**config.mk**
```make
export PLATFORM = sky130hd
export DESIGN_NAME = bcrf_ctrl
export DESIGN_NICKNAME = d
export VERILOG_FILES = /design/src/rtl/bcrf_pkg.sv /design/src/rtl/bcrf_ctrl.sv
export SDC_FILE = /design/constraint.sdc
export NUM_CORES = 1
export LEC_CHECK = 0
export BUFFER_PORTS_ARGS = -buffer_cell sky130_fd_sc_hd__buf_2
export CAP_MARGIN = 20
export CORE_MARGIN = 1.5
export CORE_UTILIZATION = 49
export DETAILED_ROUTE_END_ITERATION = 10
export PLACE_DENSITY = 0.73
export REMOVE_ABC_BUFFERS = 1
export SYNTH_ARGS = -nofsm -noshare
export SYNTH_HDL_FRONTEND = slang
export SYNTH_SLANG_ARGS = --single-unit
```
**constraint.sdc**
```tcl
create_clock -name clk -period 1.2 [get_ports clk]
set_input_delay 0.06 -clock clk [delete_from_list [all_inputs] [get_ports clk]]
set_output_delay 0.06 -clock clk [all_outputs]
set_load 0.1 [all_outputs]
```
**src/rtl/bcrf_pkg.sv**
```systemverilog
// bcrf_pkg: types, constants and helpers shared by the climb rate filter
// used by bcrf_ctrl, bcrf_datapath and baro_climb_rate_filter
`default_nettype none
package bcrf_pkg;

  localparam int CLIMB_DEPTH  = 50;
  localparam int HEIGHT_DEPTH = 30;
  localparam int CSLOT_W      = 6;
  localparam int HSLOT_W      = 5;

  localparam int MUL_A_W = 44;
  localparam int MUL_B_W = 26;
  localparam int PROD_W  = MUL_A_W + MUL_B_W;

  localparam logic [20:0] COEF_SQ    = 21'd1364787;
  localparam logic [22:0] COEF_LIN   = 23'd4795392;
  localparam logic signed [63:0] H_CONST = 64'sd13414 <<< 32;
  localparam logic [14:0] GLIDE_MAX  = 15'd25344;
  localparam logic [8:0]  KMH_SCALE  = 9'd360;
  localparam logic [5:0]  DIV_STEPS  = 6'd40;

  localparam logic [23:0] INV_REF_RST   = 24'd10726943;
  localparam logic [17:0] DAMPING_RST   = 18'd117965;
  localparam logic [19:0] INV_T2_RST    = 20'd65536;
  localparam logic [15:0] PERIOD_RST    = 16'd6554;
  localparam logic [15:0] WEIGHT_RST    = 16'd655;
  localparam logic [7:0]  HIST_RST      = 8'd5;

  typedef enum logic [2:0] {
    CFG_INV_REF   = 3'd0,
    CFG_DAMPING   = 3'd1,
    CFG_INV_T2    = 3'd2,
    CFG_PERIOD    = 3'd3,
    CFG_WEIGHT    = 3'd4,
    CFG_HIST      = 3'd5
  } cfg_idx_t;

  typedef struct packed {
    logic [16:0] pressure_pa;
    logic [15:0] ground_speed;
  } in_t;

  typedef struct packed {
    logic signed [23:0] altitude;
    logic signed [23:0] climb_rate;
    logic signed [23:0] climb_average;
    logic [14:0]        glide_ratio;
    logic               history_strobe;
    logic [5:0]         climb_slot;
    logic [4:0]         height_slot;
  } out_t;

  typedef enum logic [4:0] {
    ST_IDLE, ST_X, ST_X2, ST_HSQ, ST_HLIN, ST_HSAT, ST_UT,
    ST_PRE1, ST_PRE_DT, ST_PRE2, ST_SHIFT, ST_DT, ST_DIFF, ST_Y,
    ST_YI1, ST_YI2, ST_AVG1, ST_AVG2, ST_DEN, ST_DIV, ST_DONE
  } state_t;

  typedef enum logic [4:0] {
    OP_NONE, OP_LOAD, OP_X, OP_X2, OP_HSQ, OP_HLIN, OP_HSAT, OP_UT,
    OP_PRE1, OP_DT, OP_PRE2, OP_SHIFT, OP_DIFF, OP_Y, OP_YI1, OP_YI2,
    OP_AVG1, OP_AVG2, OP_DEN, OP_DIV, OP_EMIT
  } op_t;

  typedef struct packed {
    op_t op;
  } cmd_t;

  typedef struct packed {
    logic first_sample;
    logic y_neg;
    logic out_valid;
  } status_t;

  function automatic logic signed [23:0] sat24(input logic signed [53:0] v);
    logic signed [23:0] r;
    if (v > 54'sd8388607) begin
      r = 24'sd8388607;
    end else if (v < -54'sd8388608) begin
      r = -24'sd8388608;
    end else begin
      r = v[23:0];
    end
    return r;
  endfunction

endpackage
`default_nettype wire

```
**src/rtl/bcrf_ctrl.sv**
```systemverilog
// bcrf_ctrl: sequencer for the climb rate filter, one datapath step per state
// depends on bcrf_pkg
`default_nettype none
module bcrf_ctrl (
  input  wire logic             clk,
  input  wire logic             rst,
  input  wire logic             in_valid,
  input  wire logic             out_stall,
  input  wire bcrf_pkg::status_t status,
  output bcrf_pkg::cmd_t        cmd,
  output logic                  busy
);

  bcrf_pkg::state_t state, state_next;
  logic [5:0] div_cnt, div_cnt_next;
  logic       can_emit;

  assign can_emit = !status.out_valid || !out_stall;

  always_ff @(posedge clk) begin
    if (rst) begin
      state   <= bcrf_pkg::ST_IDLE;
      div_cnt <= '0;
    end else begin
      state   <= state_next;
      div_cnt <= div_cnt_next;
    end
  end

  always_comb begin
    state_next   = state;
    div_cnt_next = div_cnt;
    case (state)
      bcrf_pkg::ST_IDLE:   if (in_valid) state_next = bcrf_pkg::ST_X;
      bcrf_pkg::ST_X:      state_next = bcrf_pkg::ST_X2;
      bcrf_pkg::ST_X2:     state_next = bcrf_pkg::ST_HSQ;
      bcrf_pkg::ST_HSQ:    state_next = bcrf_pkg::ST_HLIN;
      bcrf_pkg::ST_HLIN:   state_next = bcrf_pkg::ST_HSAT;
      bcrf_pkg::ST_HSAT:   state_next = bcrf_pkg::ST_UT;
      bcrf_pkg::ST_UT: begin
        state_next = status.first_sample ? bcrf_pkg::ST_PRE1 : bcrf_pkg::ST_SHIFT;
      end
      bcrf_pkg::ST_PRE1:   state_next = bcrf_pkg::ST_PRE_DT;
      bcrf_pkg::ST_PRE_DT: state_next = bcrf_pkg::ST_PRE2;
      bcrf_pkg::ST_PRE2:   state_next = bcrf_pkg::ST_SHIFT;
      bcrf_pkg::ST_SHIFT:  state_next = bcrf_pkg::ST_DT;
      bcrf_pkg::ST_DT:     state_next = bcrf_pkg::ST_DIFF;
      bcrf_pkg::ST_DIFF:   state_next = bcrf_pkg::ST_Y;
      bcrf_pkg::ST_Y:      state_next = bcrf_pkg::ST_YI1;
      bcrf_pkg::ST_YI1:    state_next = bcrf_pkg::ST_YI2;
      bcrf_pkg::ST_YI2:    state_next = bcrf_pkg::ST_AVG1;
      bcrf_pkg::ST_AVG1:   state_next = bcrf_pkg::ST_AVG2;
      bcrf_pkg::ST_AVG2:   state_next = bcrf_pkg::ST_DEN;
      bcrf_pkg::ST_DEN: begin
        div_cnt_next = '0;
        state_next   = status.y_neg ? bcrf_pkg::ST_DIV : bcrf_pkg::ST_DONE;
      end
      bcrf_pkg::ST_DIV: begin
        div_cnt_next = div_cnt + 6'd1;
        if (div_cnt == bcrf_pkg::DIV_STEPS - 6'd1) state_next = bcrf_pkg::ST_DONE;
      end
      bcrf_pkg::ST_DONE:   if (can_emit) state_next = bcrf_pkg::ST_IDLE;
      default:             state_next = bcrf_pkg::ST_IDLE;
    endcase
  end

  always_comb begin
    cmd.op = bcrf_pkg::OP_NONE;
    busy   = 1'b1;
    case (state)
      bcrf_pkg::ST_IDLE: begin
        busy = 1'b0;
        if (in_valid) cmd.op = bcrf_pkg::OP_LOAD;
      end
      bcrf_pkg::ST_X:      cmd.op = bcrf_pkg::OP_X;
      bcrf_pkg::ST_X2:     cmd.op = bcrf_pkg::OP_X2;
      bcrf_pkg::ST_HSQ:    cmd.op = bcrf_pkg::OP_HSQ;
      bcrf_pkg::ST_HLIN:   cmd.op = bcrf_pkg::OP_HLIN;
      bcrf_pkg::ST_HSAT:   cmd.op = bcrf_pkg::OP_HSAT;
      bcrf_pkg::ST_UT:     cmd.op = bcrf_pkg::OP_UT;
      bcrf_pkg::ST_PRE1:   cmd.op = bcrf_pkg::OP_PRE1;
      bcrf_pkg::ST_PRE_DT: cmd.op = bcrf_pkg::OP_DT;
      bcrf_pkg::ST_PRE2:   cmd.op = bcrf_pkg::OP_PRE2;
      bcrf_pkg::ST_SHIFT:  cmd.op = bcrf_pkg::OP_SHIFT;
      bcrf_pkg::ST_DT:     cmd.op = bcrf_pkg::OP_DT;
      bcrf_pkg::ST_DIFF:   cmd.op = bcrf_pkg::OP_DIFF;
      bcrf_pkg::ST_Y:      cmd.op = bcrf_pkg::OP_Y;
      bcrf_pkg::ST_YI1:    cmd.op = bcrf_pkg::OP_YI1;
      bcrf_pkg::ST_YI2:    cmd.op = bcrf_pkg::OP_YI2;
      bcrf_pkg::ST_AVG1:   cmd.op = bcrf_pkg::OP_AVG1;
      bcrf_pkg::ST_AVG2:   cmd.op = bcrf_pkg::OP_AVG2;
      bcrf_pkg::ST_DEN:    cmd.op = bcrf_pkg::OP_DEN;
      bcrf_pkg::ST_DIV:    cmd.op = bcrf_pkg::OP_DIV;
      bcrf_pkg::ST_DONE:   if (can_emit) cmd.op = bcrf_pkg::OP_EMIT;
      default:             cmd.op = bcrf_pkg::OP_NONE;
    endcase
  end

endmodule
`default_nettype wire

```
==> results.yml, run 1 <==
floorplanning:
  row_count: 14
  fp.dieH_microns: 44.0
  die-width_microns: 44.0
  io_pins: 13
  start_util: 0.533
clocking:
  cts_buffer_depth: 2
  htreeDepth: 1
  clock_sinks: 11
  cts_hold_buf: 0
  clockRootBuffer: "clkbuf_4"
  numCtsBuffers: 3
yosys:
  ys_warn_count: 0
  async_flop_share: 0
  synth_edf_count: 0
  ys_types: 38
  synth_largest_area_cell: "dfxtp_1"
  synth.avg_cell_area_sq_um: 7.47
  ys_top_cells_by_area: "dfxtp_1, a21oi_1, nand2_1, nand2b_1, a211oi_1"
  seq_area_frac_synth: 0.268
  yosysTopAreaCellShare: 0.268
  synth_ff_type: "dfxtp_1"
  syn_inst: 110
  syn-cell-area_sq_um: 822
  ys_ff_latch: 11
timing:
  worst-ep-kind: "primary output"
  crit_endpoint: "cmd[0]"
global_route:
  grt_max_degree: 13
status:
  lastStage: "5_1_grt"
  outcome: "stopped before the end"
  toolErrorMsg: "[ERROR DPL-0038] Utilization greater than 100%, impossible to legalize"
placed_design:
  io_buffers: 12
  gp_congestion: 1.03
  dp_hpwl_microns: 1920
## through the flow
stage	utilization	setup WS (ps)	cells	area, sq um	TNS, ps
after CTS	0.963	-399	175	1480	-3310
after global placement	0.771	-242	161	1190	-2860
after detailed placement	0.771	-342	161	1190	-3550
after floorplan	-	-1310	100	771	-8560
## cell usage after synthesis, types with 2 or more instances
library cell / n
buf_4: 3
nand2_1: 10
a22oi_1: 3
nor2_1: 7
a211oi_1: 4
mux2i_1: 2
nand2b_1: 6
clkbuf_1: 5
nor3_1: 4
inv_1: 4
a311oi_1: 3
a21oi_1: 12
o22ai_1: 3
nand3_1: 4
nor3b_1: 2
a211o_1: 2
dfxtp_1: 11
nand4_1: 4
buf_2: 2
## kinds of logic after synthesis
logic type	share of synthesized area
mux	0.0244
compound gates	0.288
buf+inv	0.0807
fa+ha+maj	0.0152
flops	0.268
simple gates	0.324
## repair_timing
action                                  4_1_cts
resized for setup                            51
pin swaps                                    14
endpoints found under the setup margin       17
setup buffers                                 9
gates cloned                                  1
==> run 2: changes to the inputs <==
--- a/config.mk
+++ b/config.mk
@@ -7,10 +7,10 @@
 export LEC_CHECK = 0
 export BUFFER_PORTS_ARGS = -buffer_cell sky130_fd_sc_hd__buf_2
 export CAP_MARGIN = 20
-export CORE_MARGIN = 1.5
-export CORE_UTILIZATION = 49
+export CORE_AREA = 2 2 63 65
 export DETAILED_ROUTE_END_ITERATION = 10
-export PLACE_DENSITY = 0.73
+export DIE_AREA = 0 0 65 67
+export PLACE_DENSITY_LB_ADDON = 0.15
 export REMOVE_ABC_BUFFERS = 1
 export SYNTH_ARGS = -nofsm -noshare
 export SYNTH_HDL_FRONTEND = slang
==> constraint.sdc (replaced) <==
create_clock -name clk -period 1.6 [get_ports clk]
set_input_delay 0.08 -clock clk [delete_from_list [all_inputs] [get_ports clk]]
set_output_delay 0.08 -clock clk [all_outputs]
set_load 0.1 [all_outputs]
==> run 2 against run 1 <==
The flow now finishes without violations. Area after synthesis unchanged. Synthesized cell count is the same.
==> results.yml, run 2 <==
status:
  outcome: "finished clean"
yosys:
  synth_ff_type: "dfxtp_1"
  synth_common_cells: "a21oi_1, dfxtp_1, nand2_1"
  synth_edf_count: 0
  yosysTopAreaCellShare: 0.268
  ys_types: 38
  synth_largest_area_cell: "dfxtp_1"
  ys_warn_count: 0
  synth.avg_cell_area_sq_um: 7.47
  ys_top_cells_by_area: "dfxtp_1, a21oi_1, nand2_1, nand2b_1, a211oi_1"
  syn_inst: 110
  ys_ff_latch: 11
  seq_area_frac_synth: 0.268
  syn-cell-area_sq_um: 822
  yosys.cell_count.top_type: "a21oi_1"
  async_flop_share: 0
power_and_ir_drop:
  power_frac_comb: 0.486
  switching_share: 0.405
  p_int_w: 0.000685
  clkPwrFrac: 0.238
  seqPwrFrac: 0.276
  p_leak_nw: 0.474
  power.density_mw_per_mm2: 923
  p_switching_w: 0.000466
  ir_drop_uv: 303
cells_and_area:
  drive_above_1_share: 0.382
  multi_input_area_sq_um: 584
  final_cell_mix: "buf_4, nand2_1, a21oi_1"
  nFillCells: 398
  largest_reg_flops: 6
  regMostFlops: "div_cnt"
  ff_latch_area_sq_um: 233
  final_nets: 145
  top_regs: "div_cnt: 6 flops, state: 5 flops"
  syn_to_final_growth_pct: 51.6
  final_util: 0.346
  n_antenna_cell: 0
  final_common_cell: "buf_4"
drt:
  routed_wl_microns: 2430
  ant_nets: 0
  firstDrtPassIters: 4
  drc: 0
  vias: 931
  drt_iter0_drc: 60
  via_per_inst: 5.06
  wl_per_cell_microns: 13.2
clocking:
  htreeDepth: 1
  clock_sinks: 11
  cts_tree: "yes"
  numCtsBuffers: 3
  cts_buffer_depth: 2
  cts_hold_buf: 0
  path_clk_slew_ps: 50
  clock_insertion_delay_worst_skew_ps: 240
  clockRootBuffer: "clkbuf_8"
  cts_setup_buffers: 0
timing:
  slew_headroom: 0.754
  fin_crit_ps: 1540
  max_freq_ghz: 0.649
  fin_hold_ws_ps: 167
  finalCritPeriodShare: 0.963
  clock_skew_ps: 4.53
  hold_viol: 0
  drv_slew: 0
  setup_viol: 0
  rsz0062_at_grt: "true"
  worst-slew-pin-transition_ps: 364
floorplanning:
  fp.dieH_microns: 67
  start_util: 0.228
  core_area_sq_mm: 0.00361
  io_pins: 13
  fp.dieArea_sq_mm: 0.00436
  row_count: 22
  die-width_microns: 65
setup_path:
  crit_path_end: "cmd[0]"
  start_kind: "flop"
  r2r_setup_slack_ps: 90
  reg2reg_to: "state[2]"
  worstRegToRegCells: 5
  cp-startpoint: "state[2]"
  r2r_start: "state[0]"
  critical_path.max_fanout: 12
  endpoint_kind: "output pin"
  cp.arrival_ps: 1460
  worstSetupPathType: "flop to output pin"
  critPathRequiredTime_ps: 1520
placed_design:
  io_buffers: 12
  dp_hpwl_microns: 1910
  gp_congestion: 0.794
global_route:
  first_global_vias: 900
  grt_use_total: 0.123
  antenna_found_initial: 0
  grt_pass1_wl_microns: 4220
  grt_max_degree: 13
  grt_remaining_overflow: 0
job:
  drv_cap: 0
hold_path:
  holdCritPathClass: "input port to flop"
  hp-start: "status[1]"
==> run 2: cell counts after synthesis <==
No cell type changed its count.
==> run 2: how the worst min path moves through the flow <==
stage,end,cells past startpoint
3_3_place_gp,div_cnt[1],2
5_1_grt,state[0],3
2_1_floorplan,state[1],1
6_report,state[0],3
4_1_cts,state[0],3
3_5_place_dp,div_cnt[1],2
==> run 2: per-layer routing <==
layer,vias to the layer above,global-route usage,share of wire
met5,-,0,0
met2,11,0.209,0.47
met4,0,0.0160,0
met1,448,0.164,0.51
met3,0,0.0253,0.024
li1,472,-,-
==> run 2: cells by family after synthesis <==
group	after synthesis	synth area share
fa+ha+maj	1	0.0152
flops	11	0.268
compound gates	35	0.288
mux	2	0.0244
simple gates	47	0.324
buf+inv	14	0.0807
==> run 2: final cells by class <==
type | instances | area share
clock inverters | 1 | 0.00402
inverters | 4 | 0.0151
clock buffers | 3 | 0.0331
flip-flops and latches | 11 | 0.187
repair buffers | 32 | 0.244
well taps | 48 | 0.0482
multi-input cells | 85 | 0.469
==> run 2: through the flow <==
| step | area, sq um | instances | setup WS (ps) | power, W | setup TNS [ps] |
|---|---|---|---|---|---|
| floorplan | 771 | 100 | -934 | 0.000624 | -4100 |
| CTS | 1200 | 184 | 1.36 | 0.00115 | 0 |
| detailed placement | 1130 | 180 | 45.7 | 0.000845 | 0 |
| global placement | 1130 | 180 | 35.6 | 0.000845 | 0 |
| global route | 1250 | 184 | -17.4 | 0.00121 | -17.4 |
| finish | 1250 | 184 | 59.1 | 0.00115 | 0 |
==> run 2: power groups by stage <==
stage / sequential [W] / combinational [W] / clock [W]
floorplan: 0.000324 / 0.000301 / 0
global placement: 0.000316 / 0.000528 / 0
detailed placement: 0.000316 / 0.000529 / 0
CTS: 0.000313 / 0.000543 / 0.000290
global route: 0.000320 / 0.000587 / 0.000304
finish: 0.000317 / 0.000559 / 0.000274
==> run 2: repair_timing <==
action / 4_1_cts / 5_1_grt
pin swaps: 0 / 0
gates cloned: 0 / 0
endpoints found under the setup margin: 5 / 5
resized for setup: 7 / 12
==> run 2: critical path, stage by stage, from the launching register on <==
cell      delay [ps]
dfxtp_4          390
nand2b_1         190
a211oi_2         230
a21oi_1           70
a21oi_2          160
buf_12           190
Note: power is estimated with default switching activity, not from simulation.
